## src/rtl/lcdc_pkg.sv

```systemverilog
// ----------------------------------------------------------------------------
// lcdc_pkg
// Constants, command decode and shared types of the LCD display RAM block.
// ----------------------------------------------------------------------------
package lcdc_pkg;

	localparam int RAM_BYTES = 2048;
	localparam int RAM_AW    = $clog2(RAM_BYTES);
	localparam int ADDR_W    = 12;

	localparam logic [7:0] ROW_PITCH = 8'hA6;
	localparam logic [7:0] COL_LIMIT = 8'hA6;
	localparam logic [7:0] STAT_OFF  = 8'h20;

	typedef logic [3:0] act_t;

	localparam act_t ACT_NOP       = 4'd0;
	localparam act_t ACT_WRITE     = 4'd1;
	localparam act_t ACT_READ      = 4'd2;
	localparam act_t ACT_RMW_END   = 4'd3;
	localparam act_t ACT_RESET     = 4'd4;
	localparam act_t ACT_RMW_BEGIN = 4'd5;
	localparam act_t ACT_PAGE      = 4'd6;
	localparam act_t ACT_ONOFF     = 4'd7;
	localparam act_t ACT_CONTRAST  = 4'd8;
	localparam act_t ACT_START     = 4'd9;
	localparam act_t ACT_COL_HI    = 4'd10;
	localparam act_t ACT_COL_LO    = 4'd11;
	localparam act_t ACT_STATUS    = 4'd12;

	typedef struct packed {
		logic              we;
		logic              re;
		logic [RAM_AW-1:0] addr;
		logic [7:0]        wdata;
	} ram_req_t;

	typedef struct packed {
		logic       rd_ram;
		logic [7:0] read_data;
		logic       display_changed;
		logic       display_on;
		logic [5:0] start_line;
		logic [4:0] contrast;
	} rsp_t;

	function automatic logic hit(input logic [10:0] w, input logic [10:0] mask);
		return (w & mask) == mask;
	endfunction

	// priority chain, first match wins
	function automatic act_t decode(input logic [10:0] w);
		act_t a;
		a = ACT_NOP;
		if (hit(w, 11'h600))      a = ACT_WRITE;
		else if (hit(w, 11'h500)) a = ACT_READ;
		else if (hit(w, 11'h2EE)) a = ACT_RMW_END;
		else if (hit(w, 11'h2E2)) a = ACT_RESET;
		else if (hit(w, 11'h2E0)) a = ACT_RMW_BEGIN;
		else if (hit(w, 11'h2C0)) a = ACT_NOP;
		else if (hit(w, 11'h2B0)) a = ACT_PAGE;
		else if (hit(w, 11'h2AE)) a = ACT_ONOFF;
		else if (hit(w, 11'h2AA)) a = ACT_NOP;
		else if (hit(w, 11'h2A8)) a = ACT_NOP;
		else if (hit(w, 11'h2A6)) a = ACT_NOP;
		else if (hit(w, 11'h2A4)) a = ACT_NOP;
		else if (hit(w, 11'h280)) a = ACT_CONTRAST;
		else if (hit(w, 11'h240)) a = ACT_START;
		else if (hit(w, 11'h230)) a = ACT_NOP;
		else if (hit(w, 11'h224)) a = ACT_NOP;
		else if (hit(w, 11'h220)) a = ACT_NOP;
		else if (hit(w, 11'h210)) a = ACT_COL_HI;
		else if (hit(w, 11'h200)) a = ACT_COL_LO;
		else if (hit(w, 11'h100)) a = ACT_STATUS;
		return a;
	endfunction

endpackage

```

## src/rtl/lcdc_ctrl.sv

```systemverilog
// ----------------------------------------------------------------------------
// lcdc_ctrl
// Command decode, addressing and display registers, RAM requests.
// ----------------------------------------------------------------------------
module lcdc_ctrl (
	input  logic               clk,
	input  logic               arst_n,
	input  logic               accept,
	input  logic [2:0]         func,
	input  logic [7:0]         data,
	output lcdc_pkg::ram_req_t ram_req,
	output lcdc_pkg::rsp_t     rsp_s1
);

	logic [7:0] column_q;
	logic [3:0] page_q;
	logic [5:0] start_q;
	logic       on_q;
	logic       rmw_q;
	logic [4:0] contrast_q;

	logic [7:0] column_d;
	logic [3:0] page_d;
	logic [5:0] start_d;
	logic       on_d;
	logic       rmw_d;
	logic [4:0] contrast_d;

	lcdc_pkg::act_t            act;
	logic [lcdc_pkg::ADDR_W-1:0] addr;
	logic                      in_range;
	logic                      step;
	logic [8:0]                col_inc;
	logic [7:0]                col_adv;
	logic                      chg;
	logic [7:0]                rd;
	lcdc_pkg::rsp_t            rsp_d;

	always_comb begin
		act      = lcdc_pkg::decode({func, data});
		addr     = lcdc_pkg::ADDR_W'(column_q)
			+ lcdc_pkg::ADDR_W'(page_q) * lcdc_pkg::ADDR_W'(lcdc_pkg::ROW_PITCH);
		in_range = {1'b0, addr} < (lcdc_pkg::ADDR_W + 1)'(lcdc_pkg::RAM_BYTES);
		step     = (act == lcdc_pkg::ACT_WRITE) ? rmw_q : !rmw_q;
		col_inc  = {1'b0, column_q} + {8'd0, step};
		col_adv  = (col_inc > {1'b0, lcdc_pkg::COL_LIMIT}) ? lcdc_pkg::COL_LIMIT
			: col_inc[7:0];

		column_d   = column_q;
		page_d     = page_q;
		start_d    = start_q;
		on_d       = on_q;
		rmw_d      = rmw_q;
		contrast_d = contrast_q;
		chg        = 1'b0;
		rd         = 8'h00;

		case (act)
			lcdc_pkg::ACT_WRITE: begin
				column_d = col_adv;
				chg      = 1'b1;
			end
			lcdc_pkg::ACT_READ: begin
				column_d = col_adv;
			end
			lcdc_pkg::ACT_RMW_END: begin
				rmw_d = 1'b0;
			end
			lcdc_pkg::ACT_RMW_BEGIN: begin
				rmw_d = 1'b1;
			end
			lcdc_pkg::ACT_RESET: begin
				start_d  = 6'd0;
				column_d = 8'd0;
				page_d   = 4'd0;
			end
			lcdc_pkg::ACT_PAGE: begin
				page_d = data[3:0];
				chg    = data[3:0] != page_q;
			end
			lcdc_pkg::ACT_ONOFF: begin
				on_d = data[0];
				chg  = data[0] != on_q;
			end
			lcdc_pkg::ACT_CONTRAST: begin
				contrast_d = data[4:0];
			end
			lcdc_pkg::ACT_START: begin
				start_d = data[5:0];
				chg     = data[5:0] != start_q;
			end
			lcdc_pkg::ACT_COL_HI: begin
				column_d = {data[3:0], column_q[3:0]};
				chg      = data[3:0] != column_q[7:4];
			end
			lcdc_pkg::ACT_COL_LO: begin
				column_d = {column_q[7:4], data[3:0]};
				chg      = data[3:0] != column_q[3:0];
			end
			lcdc_pkg::ACT_STATUS: begin
				rd = on_q ? 8'h00 : lcdc_pkg::STAT_OFF;
			end
			default: begin
			end
		endcase

		ram_req.we    = accept && (act == lcdc_pkg::ACT_WRITE) && in_range;
		ram_req.re    = accept && (act == lcdc_pkg::ACT_READ) && in_range;
		ram_req.addr  = addr[lcdc_pkg::RAM_AW-1:0];
		ram_req.wdata = data;

		rsp_d.rd_ram          = (act == lcdc_pkg::ACT_READ) && in_range;
		rsp_d.read_data       = rd;
		rsp_d.display_changed = chg;
		rsp_d.display_on      = on_d;
		rsp_d.start_line      = start_d;
		rsp_d.contrast        = contrast_d;
	end

	always_ff @(posedge clk or negedge arst_n) begin
		if (!arst_n) begin
			column_q   <= 8'd0;
			page_q     <= 4'd0;
			start_q    <= 6'd0;
			on_q       <= 1'b0;
			rmw_q      <= 1'b1;
			contrast_q <= 5'd15;
		end else if (accept) begin
			column_q   <= column_d;
			page_q     <= page_d;
			start_q    <= start_d;
			on_q       <= on_d;
			rmw_q      <= rmw_d;
			contrast_q <= contrast_d;
		end
	end

	always_ff @(posedge clk) begin
		if (accept)
			rsp_s1 <= rsp_d;
	end

endmodule

```

## config.mk

```make
export PLATFORM = sky130hd
export DESIGN_NAME = lcdc_ctrl
export DESIGN_NICKNAME = d
export VERILOG_FILES = /design/src/rtl/lcdc_pkg.sv /design/src/rtl/lcdc_ctrl.sv
export SDC_FILE = /design/constraint.sdc
export NUM_CORES = 1
export LEC_CHECK = 0
export BUFFER_PORTS_ARGS = -buffer_cell sky130_fd_sc_hd__buf_2
export CAP_MARGIN = 25
export CORE_UTILIZATION = 45
export DETAILED_ROUTE_END_ITERATION = 6
export MAX_ROUTING_LAYER = met4
export PLACE_DENSITY_LB_ADDON = 0.3
export REMOVE_ABC_BUFFERS = 1
export SLEW_MARGIN = 5
export SYNTH_ARGS = -nofsm -noshare
export SYNTH_HDL_FRONTEND = slang
export SYNTH_SLANG_ARGS = --single-unit
```

## constraint.sdc

```tcl
create_clock -name clk -period 4.1 [get_ports clk]
set_input_delay 0.82 -clock clk [delete_from_list [all_inputs] [get_ports clk]]
set_output_delay 0.82 -clock clk [all_outputs]
set_load 0.03 [all_outputs]
```

==> impl_metrics.ini <==
[routing]
drc = 0
dr.pass1.iters = 7
wirelength_um = 8880
via_count = 3207
viasPerCell = 5.79
ant_nets = 0
drt_first_iter_violations = 175
avgRoutedWirePerCell_um = 16.0

[place]
pre_cts_slack_ps = -333
gp_congestion = 0.899
io_buffer_count = 49
placed_cells = 538
place_hpwl_um = 6120
placed_cell_area_um2 = 3870

[synth]
synth_area_per_cell_um2 = 9.00
async_reset_ff_share_pct = 62.5
yosysUniqueCellTypes = 70
synth-edff-count = 15
synth_seq_cells = 40
ys_seq_area_share_pct = 31.0
yosys_warnings = 0
synth.cell_area_um2 = 3490
synthFlopType = dfrtp_1
synth_cells = 388

[min_path]
min_path_type = reg -> reg

[sta]
worst_clock_skew_ps = 7.13
slew_headroom_pct = 44.9
rsz0062_at_grt = true
finalHoldViolations = 0
max_freq_ghz = 0.233
setup_tns_ps = -388
final.min_clock_period_ps = 4300
setup_slack_ps = -199
worst_pin_slew_ps = 820
finalCritPeriodShare_pct = 105
setup_viol = 2
final_max_slew_viol_count = 0

[setup_path]
crit_arrival_ps = 3480
end_kind = output port
worst-setup-path-type = reg -> out
crit_path_max_fanout = 3
crit_required_ps = 3280
cp-start-kind = register

[flow_run]
cap_violations = 0

[floorplanning]
core_area_um2 = 7370
fp-row-count = 31
die-area_um2 = 8120
start_util_pct = 47.4
io_pins = 57
die_h_um = 90.1
dieWidth_um = 90.1

[layout]
design_area_um2 = 4330
n_fill_cell = 638
fin_cells = 554
n_antenna_cell = 0
nets = 493
area_delta_synth_final_pct = 23.9
drive_above_1_share_pct = 34.1

[outcome]
status = complete, but fails checks
failed_checks = negative setup slack

[power_and_ir_drop]
p_leak_nw = 1.91
power_density_nw_per_um2 = 563
peakVddDrop_mv = 0.290

[cts]
cts-root-buf = clkbuf_8
cts_buffers = 5
cts.htree.levels = 2
cts.sinks = 40
cts_tree = yes
clock_path_buffers = 2
clkTransAtPathRegs_ps = 90
clk_latency_ps = 300

[global_routing]
grt_usage_pct = 22.4
grt_max_degree = 37
grt_pass1_wl_um = 14500
overflow = 0
grt_pass1_vias = 3078
antenna_found_initial = 0
-- cell type report --
cell class / instances / area, um^2 / share of cell area, %
clock buffers: 5 / 68.8 / 1.59
clock inverters: 3 / 46.3 / 1.07
inverters: 17 / 63.8 / 1.48
multi-input cells: 305 / 2410 / 55.7
flip-flops and latches: 40 / 1080 / 25.0
well taps: 99 / 124 / 2.86
repair buffers: 85 / 531 / 12.3
-- through the flow --
stage                     utilization (%)  hold WS (ps)  total power [mW]
after floorplan                         -           475              1.55
after global placement               52.6           484              1.92
after detailed placement             52.6           491              1.94
after CTS                            57.5           510              2.38
after global routing                 58.7           524              2.59
final                                58.7           507              2.43
-- layer usage --
| metal | share of wire, % | track usage, % | vias to the layer above |
|---|---|---|---|
| met3 | 4.5 | 2.96 | 19 |
| met4 | 2.6 | 9.81 | 0 |
| met2 | 50 | 37.0 | 104 |
| met1 | 43 | 27.4 | 1545 |
| met5 | 0 | - | - |
| li1 | - | - | 1539 |
-- worst max-delay path, cell delays in order, from the launching register on --
cell and delay (ps):
dfrtp_1 400, inv_2 60, ha_4 260, inv_2 40
ha_4 150, ha_4 220, a21o_1 220, a21oi_4 190
xnor2_2 150, ha_4 170, buf_4 120, a21oi_4 40
nor4b_4 260, or4b_4 510, nand3_4 140, nor4_2 50
buf_4 190
-- where the power goes --
group / leakage [nW] / internal [mW] / total, mW / switching [mW]
clock network: 0.0548 / 0.184 / 0.340 / 0.157
logic: 1.42 / 0.609 / 1.42 / 0.816
registers: 0.435 / 0.548 / 0.670 / 0.122
total: 1.91 / 1.34 / 2.43 / 1.09
-- cells in the mapped netlist (3+ instances only) --
| master | number | area, um^2 |
|---|---|---|
| nor4_1 | 5 | 31.3 |
| a21o_1 | 7 | 52.6 |
| a31o_2 | 3 | 26.3 |
| buf_6 | 4 | 45.0 |
| a21oi_1 | 18 | 90.1 |
| mux2_2 | 12 | 135 |
| clkbuf_1 | 6 | 22.5 |
| and3_1 | 7 | 43.8 |
| buf_4 | 17 | 128 |
| and2_1 | 7 | 43.8 |
| inv_1 | 17 | 63.8 |
| nor3_1 | 7 | 35.0 |
| o31ai_1 | 3 | 22.5 |
| dfstp_2 | 5 | 131 |
| ha_1 | 24 | 300 |
| buf_2 | 4 | 20.0 |
| o21bai_1 | 4 | 30.0 |
| edfxtp_1 | 15 | 450 |
| nor2_1 | 24 | 90.1 |
| nand4_1 | 4 | 25.0 |
| o22ai_1 | 4 | 25.0 |
| a31oi_1 | 10 | 62.6 |
| o211ai_1 | 3 | 22.5 |
| dfrtp_1 | 20 | 500 |
| xnor2_1 | 17 | 149 |
| or2_2 | 7 | 43.8 |
| mux2i_1 | 5 | 50.1 |
| nand2_1 | 38 | 143 |
| nand3_1 | 16 | 80.1 |
| xor2_1 | 8 | 70.1 |
| a32oi_1 | 5 | 43.8 |
| nor2b_1 | 7 | 43.8 |
| o21ai_1 | 3 | 15.0 |
| o21ai_0 | 9 | 45.0 |
-- cell families after synthesis --
group | synth area share (%)
compound gates | 20.0
xor+xnor | 6.27
fa+ha+maj | 9.46
buf+inv | 8.10
flops | 31.0
mux | 5.30
other cells | 0.107
simple gates | 19.8
-- flip-flops by register name (all words and copies together) (netlist names) --
| signal | flops |
|---|---|
| start_q | 6 |
| on_q | 1 |
| column_q | 8 |
| rmw_q | 1 |
| contrast_q | 5 |
| rsp_s1 | 15 |
| page_q | 4 |
-- timing repair --
| item | in CTS | in global routing |
|---|---|---|
| gates resized for setup | 36 | 14 |
| setup endpoints to repair | 3 | 3 |
| pin swaps | 15 | 7 |
| hold buffers | 0 | 0 |
| buffers inserted | 7 | 2 |
-- cells in the final DEF, fill, tap and decap left out, drive strengths merged, types with 6 or more instances in the layout --
cell type  synthesis  final
buf               26     85
nand2             38     38
nor2              24     24
ha                24     24
dfrtp             20     20
a21oi             18     18
inv               17     18
xnor2             17     17
nand3             16     16
edfxtp            15     15
o21ai             13     13
mux2              12     12
a31oi             11     11
xor2               8      8
and2               8      8
or2                8      8
a21o               7      7
nor2b              7      7
and3               7      7
conb               1      7
nor3               7      7
nor4               6      6
-- final timing paths --
path                          startpoint       endpoint  slack [ps]  cells after the start
max reg2reg                    page_q[2]     rsp_s1[21]         790                     16
min in group asynchronous         arst_n    column_q[5]         520                      1
min reg2reg                contrast_q[4]  contrast_q[4]         510                      1
max                            page_q[2]    ram_req[19]        -200                     16
min                        contrast_q[4]  contrast_q[4]         510                      1
max in group asynchronous         arst_n  contrast_q[4]        3180                      1
No activity file was read; power rests on OpenSTA's default activity.
